### config.mk
export PLATFORM = sky130hd
export DESIGN_NAME = three_voice_psg_with_envelope_top
export DESIGN_NICKNAME = d
export VERILOG_FILES = /design/src/hw/rtl/psg_pkg.sv /design/src/hw/rtl/three_voice_psg_with_envelope_top.sv /design/src/hw/rtl/psg_regs.sv /design/src/hw/rtl/psg_tone.sv /design/src/hw/rtl/psg_env.sv
export SDC_FILE = /design/constraint.sdc
export NUM_CORES = 1
export LEC_CHECK = 0
export BUFFER_PORTS_ARGS = -buffer_cell sky130_fd_sc_hd__buf_2
export CORE_ASPECT_RATIO = 1.25
export CORE_MARGIN = 3
export CORE_UTILIZATION = 40
export DETAILED_ROUTE_END_ITERATION = 12
export REMOVE_ABC_BUFFERS = 1
export SLEW_MARGIN = 20
export SYNTH_ARGS = -nofsm -noshare
export SYNTH_HDL_FRONTEND = slang
export SYNTH_SLANG_ARGS = --single-unit
### constraint.sdc
create_clock -name clock -period 5 [get_ports clock]
set_input_delay 0.5 -clock clock [delete_from_list [all_inputs] [get_ports clock]]
set_output_delay 0.5 -clock clock [all_outputs]
set_load 0.01 [all_outputs]
### src/hw/rtl/psg_pkg.sv
// Shared types, register map, constants and lookup functions of the sound generator.
package psg_pkg;

   localparam int TONE_COUNT_BITS_DEFAULT = 16;

   typedef enum logic [1:0] {
      MODE_SELECT = 2'd0,
      MODE_WRITE  = 2'd1,
      MODE_READ   = 2'd2,
      MODE_TICK   = 2'd3
   } mode_type;

   typedef struct packed {
      mode_type    mode;
      logic [7:0]  reg_addr;
      logic [7:0]  data;
      logic [7:0]  delta;
   } req_payload_type;

   typedef struct packed {
      logic [7:0]  read_data;
      logic [5:0]  level_a;
      logic [5:0]  level_b;
      logic [5:0]  level_c;
   } rsp_payload_type;

   // Register settings that the tone, noise and envelope logic works from.
   typedef struct packed {
      logic [2:0][11:0] tone_period;
      logic [4:0]       noise_period;
      logic [7:0]       mixer;
      logic [2:0][4:0]  volume;
      logic [15:0]      env_period;
      logic [3:0]       env_shape;
   } psg_cfg_type;

   localparam logic [7:0] REG_TONE_A_LO  = 8'd0;
   localparam logic [7:0] REG_TONE_A_HI  = 8'd1;
   localparam logic [7:0] REG_TONE_B_LO  = 8'd2;
   localparam logic [7:0] REG_TONE_B_HI  = 8'd3;
   localparam logic [7:0] REG_TONE_C_LO  = 8'd4;
   localparam logic [7:0] REG_TONE_C_HI  = 8'd5;
   localparam logic [7:0] REG_NOISE      = 8'd6;
   localparam logic [7:0] REG_MIXER      = 8'd7;
   localparam logic [7:0] REG_VOL_A      = 8'd8;
   localparam logic [7:0] REG_VOL_B      = 8'd9;
   localparam logic [7:0] REG_VOL_C      = 8'd10;
   localparam logic [7:0] REG_ENV_LO     = 8'd11;
   localparam logic [7:0] REG_ENV_HI     = 8'd12;
   localparam logic [7:0] REG_ENV_SHAPE  = 8'd13;
   localparam logic [7:0] REG_PORT_A     = 8'd14;
   localparam logic [7:0] REG_PORT_B     = 8'd15;

   localparam logic [7:0] NOISE_MASK  = 8'h1f;
   localparam logic [7:0] NIBBLE_MASK = 8'h0f;
   localparam logic [7:0] VOLUME_MASK = 8'h1f;

   localparam logic [31:0] LFSR_TAPS  = 32'hea000001;
   localparam logic [31:0] LFSR_TOP   = 32'h80000000;
   localparam logic [31:0] LFSR_RESET = 32'h00000001;

   // Envelope shapes with the top bit set; the others behave as a single ramp.
   localparam logic [3:0] SHAPE_SAW_DOWN    = 4'd8;
   localparam logic [3:0] SHAPE_DECAY_ONCE  = 4'd9;
   localparam logic [3:0] SHAPE_TRI_DOWN    = 4'd10;
   localparam logic [3:0] SHAPE_DECAY_HOLD  = 4'd11;
   localparam logic [3:0] SHAPE_SAW_UP      = 4'd12;
   localparam logic [3:0] SHAPE_ATTACK_HOLD = 4'd13;
   localparam logic [3:0] SHAPE_TRI_UP      = 4'd14;

   localparam logic [5:0] AMP_TABLE [16] = '{
      6'd0, 6'd2, 6'd4, 6'd5, 6'd7, 6'd8, 6'd9, 6'd11,
      6'd12, 6'd14, 6'd16, 6'd19, 6'd23, 6'd28, 6'd34, 6'd40
   };

   function automatic logic [5:0] amp_lookup(input logic [3:0] idx);
      return AMP_TABLE[idx];
   endfunction

   function automatic logic [5:0] shape_level(input logic [3:0] shape,
                                              input logic [3:0] step,
                                              input logic       first_done,
                                              input logic       direction);
      logic [5:0] up;
      logic [5:0] down;
      logic [5:0] level;
      up   = amp_lookup(step);
      down = amp_lookup(4'hf - step);
      if (!shape[3]) begin
         level = first_done ? amp_lookup(4'h0) : (shape[2] ? up : down);
      end else begin
         case (shape)
            SHAPE_SAW_DOWN:    level = down;
            SHAPE_DECAY_ONCE:  level = first_done ? amp_lookup(4'h0) : down;
            SHAPE_TRI_DOWN:    level = direction ? down : up;
            SHAPE_DECAY_HOLD:  level = first_done ? amp_lookup(4'hf) : down;
            SHAPE_SAW_UP:      level = up;
            SHAPE_ATTACK_HOLD: level = first_done ? amp_lookup(4'hf) : up;
            SHAPE_TRI_UP:      level = direction ? up : down;
            default:           level = first_done ? amp_lookup(4'h0) : up;
         endcase
      end
      return level;
   endfunction

endpackage

### src/hw/rtl/three_voice_psg_with_envelope_top.sv
// An accepted item reaches rsp through the input stage, the state update and result register.
// Throughput: one item per cycle while rsp is not stalled.
// The input is stalled only while the input stage is full and the result register is held.
// Reset is synchronous and active high; it clears the valid flags and state, not the payload registers.
// Top level of the three-voice sound generator with envelope.
module three_voice_psg_with_envelope_top
   import psg_pkg::*;
#(
   parameter int TONE_COUNT_BITS = TONE_COUNT_BITS_DEFAULT
)(
   input  logic            clock,
   input  logic            reset,
   input  logic            req_valid,
   output logic            req_stall,
   input  req_payload_type req_payload,
   output logic            rsp_valid,
   input  logic            rsp_stall,
   output rsp_payload_type rsp_payload
);

   logic            stg_valid_ff, stg_valid_in;
   req_payload_type stg_payload_ff;
   logic            rsp_valid_ff, rsp_valid_in;
   rsp_payload_type rsp_payload_ff, rsp_payload_in;

   logic            out_free;
   logic            advance;
   logic            req_take;
   logic            tick_en;
   psg_cfg_type     cfg;
   logic [7:0]      reg_rdata;
   logic            shape_write;
   logic [2:0]      chan;
   logic [5:0]      env_level;
   logic [2:0][5:0] amp;

   assign out_free     = !rsp_valid_ff || !rsp_stall;
   assign advance      = stg_valid_ff && out_free;
   assign req_stall    = stg_valid_ff && !out_free;
   assign req_take     = req_valid && !req_stall;
   assign tick_en      = advance && (stg_payload_ff.mode == MODE_TICK);
   assign stg_valid_in = req_take || (stg_valid_ff && !advance);
   assign rsp_valid_in = advance || (rsp_valid_ff && rsp_stall);

   psg_regs u_regs (
      .clock       (clock),
      .reset       (reset),
      .op_en       (advance),
      .mode        (stg_payload_ff.mode),
      .reg_addr    (stg_payload_ff.reg_addr),
      .data        (stg_payload_ff.data),
      .cfg         (cfg),
      .read_data   (reg_rdata),
      .shape_write (shape_write)
   );

   psg_tone #(
      .TONE_COUNT_BITS (TONE_COUNT_BITS)
   ) u_tone (
      .clock   (clock),
      .reset   (reset),
      .tick_en (tick_en),
      .delta   (stg_payload_ff.delta),
      .cfg     (cfg),
      .chan    (chan)
   );

   psg_env u_env (
      .clock       (clock),
      .reset       (reset),
      .tick_en     (tick_en),
      .shape_write (shape_write),
      .delta       (stg_payload_ff.delta),
      .cfg         (cfg),
      .level       (env_level)
   );

   // Volume bit 4 hands the channel over to the envelope level.
   always_comb begin
      for (int i = 0; i < 3; i++) begin
         if (!chan[i]) begin
            amp[i] = 6'd0;
         end else if (cfg.volume[i][4]) begin
            amp[i] = env_level;
         end else begin
            amp[i] = amp_lookup(cfg.volume[i][3:0]);
         end
      end
   end

   always_comb begin
      rsp_payload_in = '0;
      if (stg_payload_ff.mode == MODE_READ) begin
         rsp_payload_in.read_data = reg_rdata;
      end
      if (stg_payload_ff.mode == MODE_TICK) begin
         rsp_payload_in.level_a = amp[0];
         rsp_payload_in.level_b = amp[1];
         rsp_payload_in.level_c = amp[2];
      end
   end

   always_ff @(posedge clock) begin
      if (reset) begin
         stg_valid_ff <= 1'b0;
         rsp_valid_ff <= 1'b0;
      end else begin
         stg_valid_ff <= stg_valid_in;
         rsp_valid_ff <= rsp_valid_in;
      end
   end

   always_ff @(posedge clock) begin
      if (req_take) begin
         stg_payload_ff <= req_payload;
      end
      if (advance) begin
         rsp_payload_ff <= rsp_payload_in;
      end
   end

   assign rsp_valid   = rsp_valid_ff;
   assign rsp_payload = rsp_payload_ff;

endmodule

### src/hw/rtl/psg_regs.sv
// Register file of the sound generator: register select, masked writes and reads.
module psg_regs
   import psg_pkg::*;
(
   input  logic        clock,
   input  logic        reset,
   input  logic        op_en,
   input  mode_type    mode,
   input  logic [7:0]  reg_addr,
   input  logic [7:0]  data,
   output psg_cfg_type cfg,
   output logic [7:0]  read_data,
   output logic        shape_write
);

   // All settings clear at reset except the mixer, which starts with every source off.
   localparam psg_cfg_type CFG_RESET = '{
      tone_period:  '0,
      noise_period: '0,
      mixer:        8'hff,
      volume:       '0,
      env_period:   '0,
      env_shape:    '0
   };

   logic [7:0]  sel_ff, sel_in;
   psg_cfg_type cfg_ff, cfg_in;
   logic [7:0]  port_a_ff, port_a_in;
   logic [7:0]  port_b_ff, port_b_in;
   logic        we;
   logic [1:0]  tone_idx;

   assign we       = op_en && (mode == MODE_WRITE);
   assign tone_idx = sel_ff[2:1];

   always_comb begin
      sel_in      = sel_ff;
      cfg_in      = cfg_ff;
      port_a_in   = port_a_ff;
      port_b_in   = port_b_ff;
      shape_write = 1'b0;
      if (op_en && (mode == MODE_SELECT)) begin
         sel_in = reg_addr;
      end
      if (we) begin
         case (sel_ff)
            REG_TONE_A_LO, REG_TONE_B_LO, REG_TONE_C_LO: begin
               cfg_in.tone_period[tone_idx][7:0] = data;
            end
            REG_TONE_A_HI, REG_TONE_B_HI, REG_TONE_C_HI: begin
               cfg_in.tone_period[tone_idx][11:8] = data[3:0];
            end
            REG_NOISE:  cfg_in.noise_period = data[4:0];
            REG_MIXER:  cfg_in.mixer = data;
            REG_VOL_A:  cfg_in.volume[0] = data[4:0];
            REG_VOL_B:  cfg_in.volume[1] = data[4:0];
            REG_VOL_C:  cfg_in.volume[2] = data[4:0];
            REG_ENV_LO: cfg_in.env_period[7:0] = data;
            REG_ENV_HI: cfg_in.env_period[15:8] = data;
            REG_ENV_SHAPE: begin
               cfg_in.env_shape = data[3:0];
               shape_write      = 1'b1;
            end
            REG_PORT_A: port_a_in = data;
            REG_PORT_B: port_b_in = data;
            default: ;
         endcase
      end
   end

   always_comb begin
      case (sel_ff)
         REG_TONE_A_LO, REG_TONE_B_LO, REG_TONE_C_LO:
            read_data = cfg_ff.tone_period[tone_idx][7:0];
         REG_TONE_A_HI, REG_TONE_B_HI, REG_TONE_C_HI:
            read_data = {4'h0, cfg_ff.tone_period[tone_idx][11:8]} & NIBBLE_MASK;
         REG_NOISE:     read_data = {3'h0, cfg_ff.noise_period} & NOISE_MASK;
         REG_MIXER:     read_data = cfg_ff.mixer;
         REG_VOL_A:     read_data = {3'h0, cfg_ff.volume[0]} & VOLUME_MASK;
         REG_VOL_B:     read_data = {3'h0, cfg_ff.volume[1]} & VOLUME_MASK;
         REG_VOL_C:     read_data = {3'h0, cfg_ff.volume[2]} & VOLUME_MASK;
         REG_ENV_LO:    read_data = cfg_ff.env_period[7:0];
         REG_ENV_HI:    read_data = cfg_ff.env_period[15:8];
         REG_ENV_SHAPE: read_data = {4'h0, cfg_ff.env_shape} & NIBBLE_MASK;
         REG_PORT_A:    read_data = port_a_ff;
         REG_PORT_B:    read_data = port_b_ff;
         default:       read_data = 8'h00;
      endcase
   end

   assign cfg = cfg_ff;

   always_ff @(posedge clock) begin
      if (reset) begin
         sel_ff    <= 8'h00;
         cfg_ff    <= CFG_RESET;
         port_a_ff <= 8'hff;
         port_b_ff <= 8'h00;
      end else begin
         sel_ff    <= sel_in;
         cfg_ff    <= cfg_in;
         port_a_ff <= port_a_in;
         port_b_ff <= port_b_in;
      end
   end

endmodule

### src/hw/rtl/psg_tone.sv
// Tone counters, noise counter and noise LFSR; gives the gate bit of each channel.
module psg_tone
   import psg_pkg::*;
#(
   parameter int TONE_COUNT_BITS = TONE_COUNT_BITS_DEFAULT
)(
   input  logic             clock,
   input  logic             reset,
   input  logic             tick_en,
   input  logic [7:0]       delta,
   input  psg_cfg_type      cfg,
   output logic [2:0]       chan
);

   localparam int CW = TONE_COUNT_BITS;

   logic [CW-1:0] count_ff [3];
   logic [CW-1:0] count_in [3];
   logic [2:0]    bit_ff, bit_in;
   logic [8:0]    ncount_ff, ncount_in;
   logic          nbit_ff, nbit_in;
   logic [31:0]   lfsr_ff, lfsr_in;

   logic [2:0]    tone_en;
   logic [2:0]    noise_en;
   logic          noise_any;
   logic [CW:0]   tsum [3];
   logic [CW-1:0] tsat [3];
   logic [9:0]    nsum;
   logic [8:0]    nsat;
   logic [2:0]    gate;

   assign tone_en   = ~cfg.mixer[2:0];
   assign noise_en  = ~cfg.mixer[5:3];
   assign noise_any = |noise_en;

   always_comb begin
      for (int i = 0; i < 3; i++) begin
         tsum[i]     = {1'b0, count_ff[i]} + {{(CW-7){1'b0}}, delta};
         tsat[i]     = tsum[i][CW] ? {CW{1'b1}} : tsum[i][CW-1:0];
         gate[i]     = bit_ff[i];
         count_in[i] = count_ff[i];
         bit_in[i]   = bit_ff[i];
         if (tick_en) begin
            if (tone_en[i]) begin
               count_in[i] = tsat[i];
               // The period must also cover the step, or the bit never toggles.
               if ((tsat[i] >= {{(CW-12){1'b0}}, cfg.tone_period[i]}) &&
                   (cfg.tone_period[i] >= {4'h0, delta})) begin
                  bit_in[i]   = ~bit_ff[i];
                  count_in[i] = '0;
               end
            end else begin
               gate[i]     = 1'b1;
               count_in[i] = '0;
            end
         end
      end
   end

   always_comb begin
      nsum      = {1'b0, ncount_ff} + {2'b00, delta};
      nsat      = nsum[9] ? 9'h1ff : nsum[8:0];
      ncount_in = ncount_ff;
      nbit_in   = nbit_ff;
      lfsr_in   = lfsr_ff;
      chan      = gate;
      if (tick_en && noise_any) begin
         ncount_in = nsat;
         if (nsat >= {3'b000, cfg.noise_period, 1'b0}) begin
            nbit_in   = lfsr_ff[0];
            ncount_in = '0;
            lfsr_in   = lfsr_ff[0] ? (((lfsr_ff ^ LFSR_TAPS) >> 1) | LFSR_TOP)
                                   : (lfsr_ff >> 1);
         end
         if (!nbit_in) begin
            chan = gate & ~noise_en;
         end
      end
   end

   always_ff @(posedge clock) begin
      if (reset) begin
         for (int i = 0; i < 3; i++) begin
            count_ff[i] <= '0;
         end
         bit_ff    <= '0;
         ncount_ff <= '0;
         nbit_ff   <= 1'b0;
         lfsr_ff   <= LFSR_RESET;
      end else begin
         for (int i = 0; i < 3; i++) begin
            count_ff[i] <= count_in[i];
         end
         bit_ff    <= bit_in;
         ncount_ff <= ncount_in;
         nbit_ff   <= nbit_in;
         lfsr_ff   <= lfsr_in;
      end
   end

endmodule

### src/hw/rtl/psg_env.sv
// Envelope generator: accumulator, step counter and shape-dependent level.
module psg_env
   import psg_pkg::*;
(
   input  logic        clock,
   input  logic        reset,
   input  logic        tick_en,
   input  logic        shape_write,
   input  logic [7:0]  delta,
   input  psg_cfg_type cfg,
   output logic [5:0]  level
);

   logic [31:0] accum_ff, accum_in;
   logic [3:0]  step_ff, step_in;
   logic        first_ff, first_in;
   logic        dir_ff, dir_in;
   logic [5:0]  level_ff, level_in;
   logic        restart_ff, restart_in;

   logic [32:0] sum;
   logic [31:0] limit;

   assign sum   = {1'b0, accum_ff} + {25'h0, delta};
   assign limit = {15'h0, cfg.env_period, 1'b0};

   always_comb begin
      accum_in   = accum_ff;
      step_in    = step_ff;
      first_in   = first_ff;
      dir_in     = dir_ff;
      level_in   = level_ff;
      restart_in = restart_ff;
      if (shape_write) begin
         restart_in = 1'b1;
      end
      if (tick_en) begin
         accum_in   = sum[32] ? 32'hffffffff : sum[31:0];
         restart_in = 1'b0;
         if (restart_ff) begin
            accum_in = '0;
            step_in  = '0;
            first_in = 1'b0;
            dir_in   = 1'b1;
         end
         if (accum_in >= limit) begin
            accum_in = accum_in - limit;
            step_in  = step_in + 4'd1;
            // Wrapping to step zero ends a full ramp.
            if (step_in == 4'd0) begin
               first_in = 1'b1;
               dir_in   = ~dir_in;
            end
            level_in = shape_level(cfg.env_shape, step_in, first_in, dir_in);
         end
      end
   end

   assign level = level_in;

   always_ff @(posedge clock) begin
      if (reset) begin
         accum_ff   <= '0;
         step_ff    <= '0;
         first_ff   <= 1'b0;
         dir_ff     <= 1'b1;
         level_ff   <= '0;
         restart_ff <= 1'b0;
      end else begin
         accum_ff   <= accum_in;
         step_ff    <= step_in;
         first_ff   <= first_in;
         dir_ff     <= dir_in;
         level_ff   <= level_in;
         restart_ff <= restart_in;
      end
   end

endmodule

==> metrics, run 1 <==
status=finished clean; hold_buf cts=0; post-route clock period utilization=98.1%; worst-margin pin slew=1150 ps; Setup violations, final=0; Avg WL per Cell=between 15 and 20 microns; # IOs=58; WP data arrival=approximately 5400 ps; n_diodes=0; endpoints failing hold=0; nets=2,564; Crit path top cell by count=o21ai_2; cts bufs inserted=35; gr usage total=22.8%; Leakage Power=~8.8 nW; Core Box Area=~46,000 sq um; Hold Path Origin=req_payload[13]; Synth top area share=26.6%; mapped cell area=around 19,000 sq um; r2r startpoint=stg_payload_ff[0]$_DFFE_PP_; Mean Syn Cell Area=between 8 and 9 sq um; Post-synth EDFFs=52; Power Density=277 nW/um^2; fraction of registers with async set/reset=0%; drt drc=0; Slowest-stage cell, CP=fa_2; first-pass GRT wire length=roughly 89,000 microns; Placed Instance Area=roughly 20,000 sq um; worst hold path type=in -> reg; fin area=21,800 sq um; most frequent cell after synthesis=nand2_1; Worst slew margin=between 20% and 30%; CTS Sinks=300; WP data required=~5500 ps; Worst-Skew Late Latency=approximately 560 ps; ys flop type=dfxtp_1; vias per cell=~5.7; Hold Crit Endpoint=stg_payload_ff[13]$_DFFE_PP_; Die Span Y=roughly 250 microns; Final TNS setup=0 ps; die area=49,400 sq um; Initial Utilization=between 40% and 50%; Post-Route Utilization=around 48%; die width=~200 microns; flops & latches, synth=300; CTS max path bufs=3; Final Instance Count excl. Fillers=2,991; fmax=roughly 200 MHz; total grt overflow=0; H-Tree Depth=2; R2R setup slack=between 90 and 100 ps; Max-Cap Viols=0; RSZ-0062 raised after global routing=yes; distinct cell type count after synthesis=88; biggest area consumer among synthesized cells=dfxtp_1; Cells after DPL=~2,900; cell family contributing the most delay on the critical path=compound AO/OA/AOI/OAI gates; total routed wirelength=around 57,000 microns; Initial DRC Count=between 1,000 and 1,500; routed vias=around 17,000; worst path bufs/invs=2; vias in the first global route=16,548; CTS tree=yes; Final Max Tran Viols=0; synthesis-to-layout area growth=16.4%; most area-consuming cells after synthesis=dfxtp_1, ha_1, edfxtp_1; Reg2Reg Depth=21; port bufs=57; YS warnings=0; Crit Reg-Reg Endpoint=u_env.accum_ff[29]$_SDFFE_PP0P_; Crit Path Max Fanout=5; Seq/Total Area, Yosys=between 30% and 40%; Setup CP Type=reg -> reg; CP Capture Type=register; CP Launch Type=register; Mapped Cells=~2,300; remaining antenna violation count=0; drt pass-1 iters=5; Routability Congestion=~0.95; pin count of the biggest net entering global routing=92; CTS root buf=clkbuf_16; HPWL after DPL=42,000 microns; share of layout cells above drive strength 1=14.3%; initial antenna violation count=3; Total Power=approximately 0.006 W; maximum vdd drop=between 0.2 and 0.3 mV; num rows=between 80 and 90; top post-synthesis cells by count=nand2_1, dfxtp_1, nor2_1; delay of the slowest critical-path stage=410 ps; Hold Path Depth=1; clock slew at reported path FFs=approximately 60 ps; Final Critical Period=approximately 5000 ps; critical path, cell by cell=ha_2 > fa_2 > a211oi_2 > o21ai_2 > o21ai_2 > nor2_2 > o21ai_2 > ha_2 > inv_2 > fa_2 > a211oi_2 > o211a_1 > o311ai_4 > a21oi_2 > inv_1 > a41oi_2 > o21ai_1 > or3_1 > a211o_1 > or3_1 > a311oi_1; Setup Skew=around 15 ps
-- kinds of logic after synthesis --
| kind of cell | synth area share (%) |
|---|---|
| AOI/OAI and AO/OA | 21.0 |
| and+or+nand+nor | 19.3 |
| xor gates and xnor gates | 3.47 |
| buffers and inverters | 5.03 |
| DFF | 34.9 |
| adders and majority gates | 10.1 |
| muxes | 6.24 |
-- stage by stage --
step | setup WS [ps] | hold WS [ps]
floorplan | -733 | 426
global placement | -248 | 436
detailed placement | -315 | 444
CTS | -10.6 | 86.3
global route | -102 | 101
finish | 96.8 | 119
-- where the power goes --
part | switching (W) | total [W] | internal [W]
logic | 0.000475 | 0.000845 | 0.000370
registers | 0.0000515 | 0.00254 | 0.00249
clock network | 0.00110 | 0.00265 | 0.00155
-- final cells by class --
class | count | area (sq um)
Clock buffer | 49 | 1020
Inverter | 133 | 499
Multi-Input combinational cell | 1726 | 11500
Sequential cell | 300 | 6530
Timing Repair Buffer | 191 | 1320
Clock inverter | 14 | 165
Fill cell | 4367 | 23900
Tap cell | 578 | 723
-- worst register-to-register path, cell delays in order (launching register included) --
cell and delay (ps):
edfxtp_1 400, ha_2 220, fa_2 350, a211oi_2 270, o21ai_2 100, o21ai_2 170
nor2_2 70, o21ai_2 150, ha_2 210, inv_2 50, fa_2 410, a211oi_2 270
o211a_1 230, o311ai_4 120, a21oi_2 140, inv_1 70, a41oi_2 210, o21ai_1 100
or3_1 350, a211o_1 290, or3_1 390, a311oi_1 250
-- cell usage in the layout (no fill, tap or decap), types with 11 or more instances in the layout --
cell,synthesis,routed
a211oi_1,40,30
xnor2_1,48,48
a22oi_1,15,15
o22ai_1,18,18
buf_2,5,57
dfxtp_1,248,248
nand2b_1,17,17
clkbuf_16,0,36
nand2_1,269,269
buf_4,1,130
nor4_1,14,13
or3_1,15,15
ha_1,141,137
nor2b_1,44,42
a21oi_1,198,185
nand3_1,53,53
a31oi_1,13,12
a211o_1,26,26
nand4_1,20,20
o21bai_1,12,12
nor3_1,34,34
nor2_1,236,229
o21ai_0,118,108
and3_1,24,23
inv_1,133,132
mux2i_1,103,103
xor2_1,26,26
a21o_1,48,48
and2_1,12,11
o21a_1,14,14
a21oi_2,1,14
edfxtp_1,52,52
-- timing repair --
| action | CTS | global route |
|---|---|---|
| buffers inserted | 2 | 12 |
| resized for setup | 10 | 67 |
| endpoints found under the setup margin | 32 | 93 |
| gates cloned | 0 | 2 |
| pin swaps | 4 | 27 |
-- flip-flops by register name, summed over array words and instances (netlist names), 3 cells and up --
signal	count
rsp_payload	26
stg_payload_ff	26
u_env.accum_ff	32
u_env.level_ff	6
u_env.step_ff	4
u_regs.cfg	84
u_regs.port_a_ff	8
u_regs.port_b_ff	8
u_regs.sel_ff	8
u_tone.bit_ff	3
u_tone.count_ff	48
u_tone.lfsr_ff	32
u_tone.ncount_ff	9
-- worst max path at each step --
stage | startpoint | end | cells after the start | slack (ps)
finish | stg_payload_ff[0]$_DFFE_PP_ | u_env.accum_ff[29]$_SDFFE_PP0P_ | 21 | 100
global route | stg_payload_ff[0]$_DFFE_PP_ | u_env.accum_ff[29]$_SDFFE_PP0P_ | 21 | -100
CTS | stg_payload_ff[0]$_DFFE_PP_ | u_env.accum_ff[25]$_SDFFE_PP0P_ | 21 | -10
detailed placement | stg_payload_ff[0]$_DFFE_PP_ | u_env.accum_ff[25]$_SDFFE_PP0P_ | 21 | -310
global placement | stg_payload_ff[0]$_DFFE_PP_ | u_env.accum_ff[25]$_SDFFE_PP0P_ | 21 | -250
floorplan | stg_payload_ff[0]$_DFFE_PP_ | u_env.accum_ff[25]$_SDFFE_PP0P_ | 18 | -730
-- metal layers --
metal	track usage, %	up-vias	share of wire (%)
li1	-	8328	-
met1	28.4	8225	42
met2	39.3	488	49
met3	2.51	151	4.2
met4	11.0	0	4.7
met5	0	-	0
Power figures use the tool's default switching activity.
==> inputs of run 2 (changes only) <==
Settings changed: CORE_UTILIZATION 40 to 41.
==> run 2 against run 1 <==
Effect of this change: non-clock buffer count down 11; final cell count down 0.53%; via count down 0.66%; utilization up 1.1 points; critical path type unchanged.
==> metrics, run 2 (synthesis gave the netlist of run 1 again) <==
remaining antenna violation count=0 (unchanged); Routability Congestion=0.924 (was 0.947); hold_buf cts=0 (unchanged); gr usage total=22.7% (was 22.8%); die area=48,200 sq um (was 49,400 sq um); Avg WL per Cell=19.1 microns (about the same); CTS root buf=clkbuf_16 (unchanged); vias per cell=5.74 (was 5.75); H-Tree Depth=2 (unchanged); Setup CP Type=reg -> reg (unchanged); Setup Skew=24.4 ps (was 15.0 ps); Initial Utilization=42.0% (was 41.0%); Placed Instance Area=20,100 sq um (was 20,200 sq um); clock slew at reported path FFs=60 ps (about the same); status=finished clean (unchanged); CTS tree=yes (unchanged); commonest non-fill, non-tap cells in the layout=nand2_1, dfxtp_1, nor2_1 (unchanged); fin area=21,800 sq um (about the same); WP data required=5320 ps (was 5470 ps); endpoints failing hold=0 (unchanged); CTS max path bufs=3 (unchanged); pin count of the biggest net entering global routing=91 (was 92); post-route clock period utilization=97.3% (was 98.1%); total routed wirelength=56,800 microns (was 57,200 microns); n_diodes=0 (unchanged); Worst slew margin=14.4% (was 22.5%); total grt overflow=0 (unchanged); Core Box Area=44,500 sq um (was 45,600 sq um); CP Launch Type=register (unchanged); Crit Path Max Fanout=7 (was 5); Final Max Tran Viols=0 (unchanged); vias in the first global route=16,322 (was 16,548); num rows=86 (was 87); commonest non-fill, non-tap cell in the layout=nand2_1 (unchanged); RSZ-0062 raised after global routing=yes (unchanged); share of layout cells above drive strength 1=14.1% (was 14.3%); Die Span Y=245 microns (was 248 microns); Hold WS=108 ps (was 119 ps); nets=2,554 (was 2,564); synthesis-to-layout area growth=16.4% (about the same); Initial DRC Count=1,137 (was 1,224); HPWL after DPL=41,300 microns (was 42,000 microns); routed vias=17,078 (was 17,192); # IOs=58 (unchanged); max reg flops=84 (unchanged); fmax=206 MHz (was 204 MHz); WP data arrival=5180 ps (was 5370 ps); die width=197 microns (was 199 microns); Setup violations, final=0 (unchanged); worst-margin pin slew=1270 ps (was 1150 ps); Max-Cap Viols=0 (unchanged); initial antenna violation count=1 (was 3); Final TNS setup=0 ps (unchanged); Worst-Skew Late Latency=570 ps (was 560 ps); maximum vdd drop=0.283 mV (was 0.291 mV); CTS Sinks=300 (unchanged); drt drc=0 (unchanged); cts bufs inserted=35 (unchanged); drt pass-1 iters=6 (was 5); Final Critical Period=4860 ps (was 4900 ps); first-pass GRT wire length=87,800 microns (was 89,500 microns); port bufs=57 (unchanged); CP Capture Type=register (unchanged); Leakage Power=8.75 nW (was 8.80 nW); Power Density=279 nW/um^2 (was 277 nW/um^2); worst hold path type=in -> reg (unchanged)
## run 2: changes by cell type in the layout (fill, tap and decap cells not counted), moves of 3 or more
cell / previous run / this run
bufinv_16: 2 / 5
buf_6: 3 / 6
o21ai_1: 10 / 15
clkbuf_8: 7 / 1
buf_4: 130 / 114
a211oi_1: 30 / 33
o21ai_0: 108 / 102
a211oi_2: 10 / 7
## run 2: path summary, 6_finish.rpt
| check | depth (start not counted) | from | to | slack [ps] |
|---|---|---|---|---|
| min | 1 | req_payload[18] | stg_payload_ff[18]$_DFFE_PP_ | 110 |
| max reg2reg | 24 | stg_payload_ff[0]$_DFFE_PP_ | rsp_payload[0]$_SDFFCE_PN0P_ | 140 |
| min reg2reg | 2 | u_tone.lfsr_ff[2]$_SDFFE_PP0P_ | u_tone.lfsr_ff[1]$_SDFFE_PP0P_ | 440 |
| max | 24 | stg_payload_ff[0]$_DFFE_PP_ | rsp_payload[0]$_SDFFCE_PN0P_ | 140 |
## run 2: stage by stage
stage / worst slack, ps / utilization (%) / total power (W) / std cells
6_report: 137 / 48.9 / 0.00608 / 2975
4_1_cts: 2.03 / 48.0 / 0.00609 / 2963
3_3_place_gp: -168 / 45.2 / 0.00336 / 2897
3_5_place_dp: -199 / 45.2 / 0.00337 / 2897
2_1_floorplan: -733 / - / 0.00304 / 2159
5_1_grt: -111 / 48.9 / 0.00630 / 2975
## run 2: power by group
part | internal [W] | switching, W
registers | 0.00249 | 0.0000545
logic | 0.000357 | 0.000472
clock network | 0.00159 | 0.00111
total | 0.00444 | 0.00164
## run 2: layout make-up
type                       count  area (sq um)
sequential                   300          6530
tap                          572           716
inverter                     133           499
clock buffer                  43           916
multi-input combinational   1727         11600
timing repair buffer         180          1270
clock inverter                20           270
fill                        4385         22800
## run 2: worst max-delay path: stages, from the launching register on
cell and delay [ps]:
edfxtp_1 410, buf_4 160, ha_2 190, fa_2 360
a211oi_2 210, o21ai_2 110, buf_6 140, o2111ai_4 190
buf_6 160, a21oi_1 90, ha_1 340, a21oi_1 270
o21ai_2 120, nor4_2 280, o21a_1 200, o31a_1 150
nand2_1 70, nand4_1 140, o21ai_2 90, buf_4 160
o21ai_4 150, buf_12 150, mux2i_2 210, buf_4 160
o22ai_1 80
## run 2: timing repair
action                     in CTS  in global routing
pin swaps                       4                 22
setup endpoints to repair      41                105
gates cloned                    0                  2
buffers inserted                4                 10
gates resized for setup        17                 81
## run 2: routing by layer
| layer | GRT usage (%) | part of all wire [%] |
|---|---|---|
| met1 | 27.3 | 41 |
| met3 | 2.50 | 4.4 |
| met2 | 40.6 | 50 |
| met5 | 0 | 0 |
| met4 | 10.6 | 4.8 |
==> inputs of run 3 (changes only) <==
Settings changed: BUFFER_PORTS_ARGS -buffer_cell sky130_fd_sc_hd__buf_2 to not set, CORE_MARGIN 3 to 10, DONT_BUFFER_PORTS set to 1.
==> run 3 against run 2 <==
Effect of this change: combinational power is 3.9% lower; non-clock buffer count is 56 lower; global-route usage is 2.5 points lower; fmax is 1.4% lower; largest power group unchanged.
==> metrics, run 3 (synthesis gave the netlist of run 1 again) <==
post-route clock period utilization=98.6% (was 97.3%); drt drc=0 (unchanged); final worst slack=67.7 ps (was 137 ps); Clock power frac=44.1% (was 44.4%); HPWL after DPL=41,600 microns (was 41,300 microns); CP Capture Type=register (unchanged); nets=2,497 (was 2,554); worst path bufs/invs=2 (was 6); Initial DRC Count=1,249 (was 1,137); WP depth=20 (was 24); vias in the first global route=16,183 (was 16,322); Routability Congestion=0.943 (was 0.924); Max-Cap Viols=0 (unchanged); Reg2Reg Depth=20 (was 24); WP data arrival=5370 ps (was 5180 ps); fmax=203 MHz (was 206 MHz); worst hold path type=in -> reg (unchanged); # fillers=4,415 (was 4,385); remaining antenna violation count=0 (unchanged); Slowest-stage cell, CP=edfxtp_1 (unchanged); share of power burned in registers=42.6% (was 41.9%); maximum vdd drop=0.277 mV (was 0.283 mV); Worst slew margin=28.8% (was 14.4%); synthesis-to-layout area growth=14.9% (was 16.4%); total grt overflow=0 (unchanged); Initial Utilization=41.5% (was 42.0%); drt pass-1 iters=5 (was 6); routed vias=16,912 (was 17,078); status=finished clean (unchanged); Setup violations, final=0 (unchanged); Total Power=0.00599 W (was 0.00608 W); CTS root buf=clkbuf_16 (unchanged); Final Max Tran Viols=0 (unchanged); Final Critical Period=4930 ps (was 4860 ps); CTS tree=yes (unchanged); gr usage total=20.2% (was 22.7%); CTS max path bufs=3 (unchanged); first-pass GRT wire length=88,500 microns (was 87,800 microns); Worst-Skew Late Latency=540 ps (was 570 ps); part of the power in combinational logic=13.3% (was 13.6%); RSZ-0062 raised after global routing=yes (unchanged); WP data required=5440 ps (was 5320 ps); endpoints failing hold=0 (unchanged); cell family contributing the most delay on the critical path=compound AO/OA/AOI/OAI gates (unchanged); Crit Path Max Fanout=5 (was 7); delay of the slowest critical-path stage=460 ps (was 410 ps); die width=211 microns (was 197 microns); Hold WS=43.6 ps (was 108 ps); Net Switching=0.00159 W (was 0.00164 W); Avg WL per Cell=19.5 microns (was 19.1 microns); Hold Path Depth=1 (unchanged); Setup CP Type=reg -> reg (unchanged); # IOs=58 (unchanged); initial antenna violation count=0 (was 1); clock slew at reported path FFs=60 ps (about the same); Setup Skew=14.4 ps (was 24.4 ps); port bufs=0 (was 57); commonest non-fill, non-tap cells in the layout=nand2_1, dfxtp_1, nor2_1 (unchanged); commonest non-fill, non-tap cell in the layout=nand2_1 (unchanged); hold_buf cts=0 (unchanged); worst-margin pin slew=1070 ps (was 1270 ps); Leakage Power=8.52 nW (was 8.75 nW); share of layout cells above drive strength 1=11.9% (was 14.1%); Post-Route Utilization=47.7% (was 48.9%); total routed wirelength=57,000 microns (was 56,800 microns); pin count of the biggest net entering global routing=203 (was 91); Core Box Area=45,100 sq um (was 44,500 sq um); num rows=87 (was 86); CP Launch Type=register (unchanged); vias per cell=5.78 (was 5.74); Internal Pwr Total=0.00440 W (was 0.00444 W); cts bufs inserted=35 (unchanged); H-Tree Depth=2 (unchanged); Sw Ratio=26.6% (was 27.0%); die area=54,600 sq um (was 48,200 sq um); max reg flops=84 (unchanged); Die Span Y=259 microns (was 245 microns); Power Density=279 nW/um^2 (about the same); critical path, cell by cell=ha_1 > a21oi_2 > nor2_1 > or2_2 > a31oi_2 > buf_4 > xor2_1 > a21oi_1 > ha_1 > a21oi_2 > o211a_1 > o311ai_4 > a21oi_1 > inv_1 > a41oi_2 > o21ai_2 > or3_1 > a211o_1 > or3_1 > a311oi_1 (was buf_4 > ha_2 > fa_2 > a211oi_2 > o21ai_2 > buf_6 > o2111ai_4 > buf_6 > a21oi_1 > ha_1 > a21oi_1 > o21ai_2 > nor4_2 > o21a_1 > o31a_1 > nand2_1 > nand4_1 > o21ai_2 > buf_4 > o21ai_4 > buf_12 > mux2i_2 > buf_4 > o22ai_1); Place WS=-231 ps (was -199 ps); CTS Sinks=300 (unchanged)
-- run 3: cell count changes in the layout (fill, tap and decap cells not counted), moves of 3 or more --
| cell | delta |
|---|---|
| o21ai_0 | +4 |
| a21oi_2 | +3 |
| buf_2 | -56 |
| o21ai_1 | -7 |
| nor2_2 | -3 |
| a21oi_1 | -3 |
| o21ai_2 | +3 |
-- run 3: stage by stage --
| step | cells | instance area (sq um) | setup TNS (ps) |
|---|---|---|---|
| 3_5_place_dp | 2846 | 19800 | -3390 |
| 4_1_cts | 2912 | 21100 | -3.02 |
| 6_report | 2925 | 21500 | 0 |
| 3_3_place_gp | 2846 | 19800 | -312 |
| 2_1_floorplan | 2159 | 18300 | -18520 |
| 5_1_grt | 2924 | 21500 | -3880 |
-- run 3: path summary, 6_finish.rpt --
| path | to | slack [ps] | startpoint |
|---|---|---|---|
| worst max-delay path | u_env.accum_ff[25]$_SDFFE_PP0P_ | 70 | stg_payload_ff[1]$_DFFE_PP_ |
| worst min-delay path | u_regs.cfg[55]$_SDFFE_PP0P_ | 40 | reset |
| worst max register to register | u_env.accum_ff[25]$_SDFFE_PP0P_ | 70 | stg_payload_ff[1]$_DFFE_PP_ |
| worst min register to register | u_tone.lfsr_ff[3]$_SDFFE_PP0P_ | 450 | u_tone.lfsr_ff[4]$_SDFFE_PP0P_ |
-- run 3: power by group through the flow --
stage	combinational [W]	sequential (W)	clock [W]
after detailed placement	0.000726	0.00260	0
after global placement	0.000716	0.00260	0
after global routing	0.000864	0.00255	0.00279
final	0.000797	0.00255	0.00264
after CTS	0.000741	0.00255	0.00270
after floorplan	0.000460	0.00258	0
-- run 3: area by class of cell --
type	instances	area, sq um	area share (%)
multi-input combinational	1726	11600	53.9
tap	578	723	3.37
inverter	133	499	2.32
clock inverter	15	186	0.868
timing repair buffer	124	980	4.56
clock buffer	48	987	4.59
antenna	1	2.50	0.0116
sequential	300	6530	30.4
-- run 3: routing by layer --
metal  global-route usage, %  vias to the layer above  share of wire, %
met1                    23.0                     8093                40
met4                    10.7                        0               5.0
met2                    35.9                      455                51
li1                        -                     8198                 -
met5                       0                        -                 0
met3                    2.62                      166               4.3
-- run 3: timing repair --
item                                    CTS  global route
buffers inserted                          3            12
hold endpoints to repair                  0             0
pin swaps                                 3            22
gates resized for setup                  14            77
endpoints found under the setup margin   43           105
cloned                                    0             1
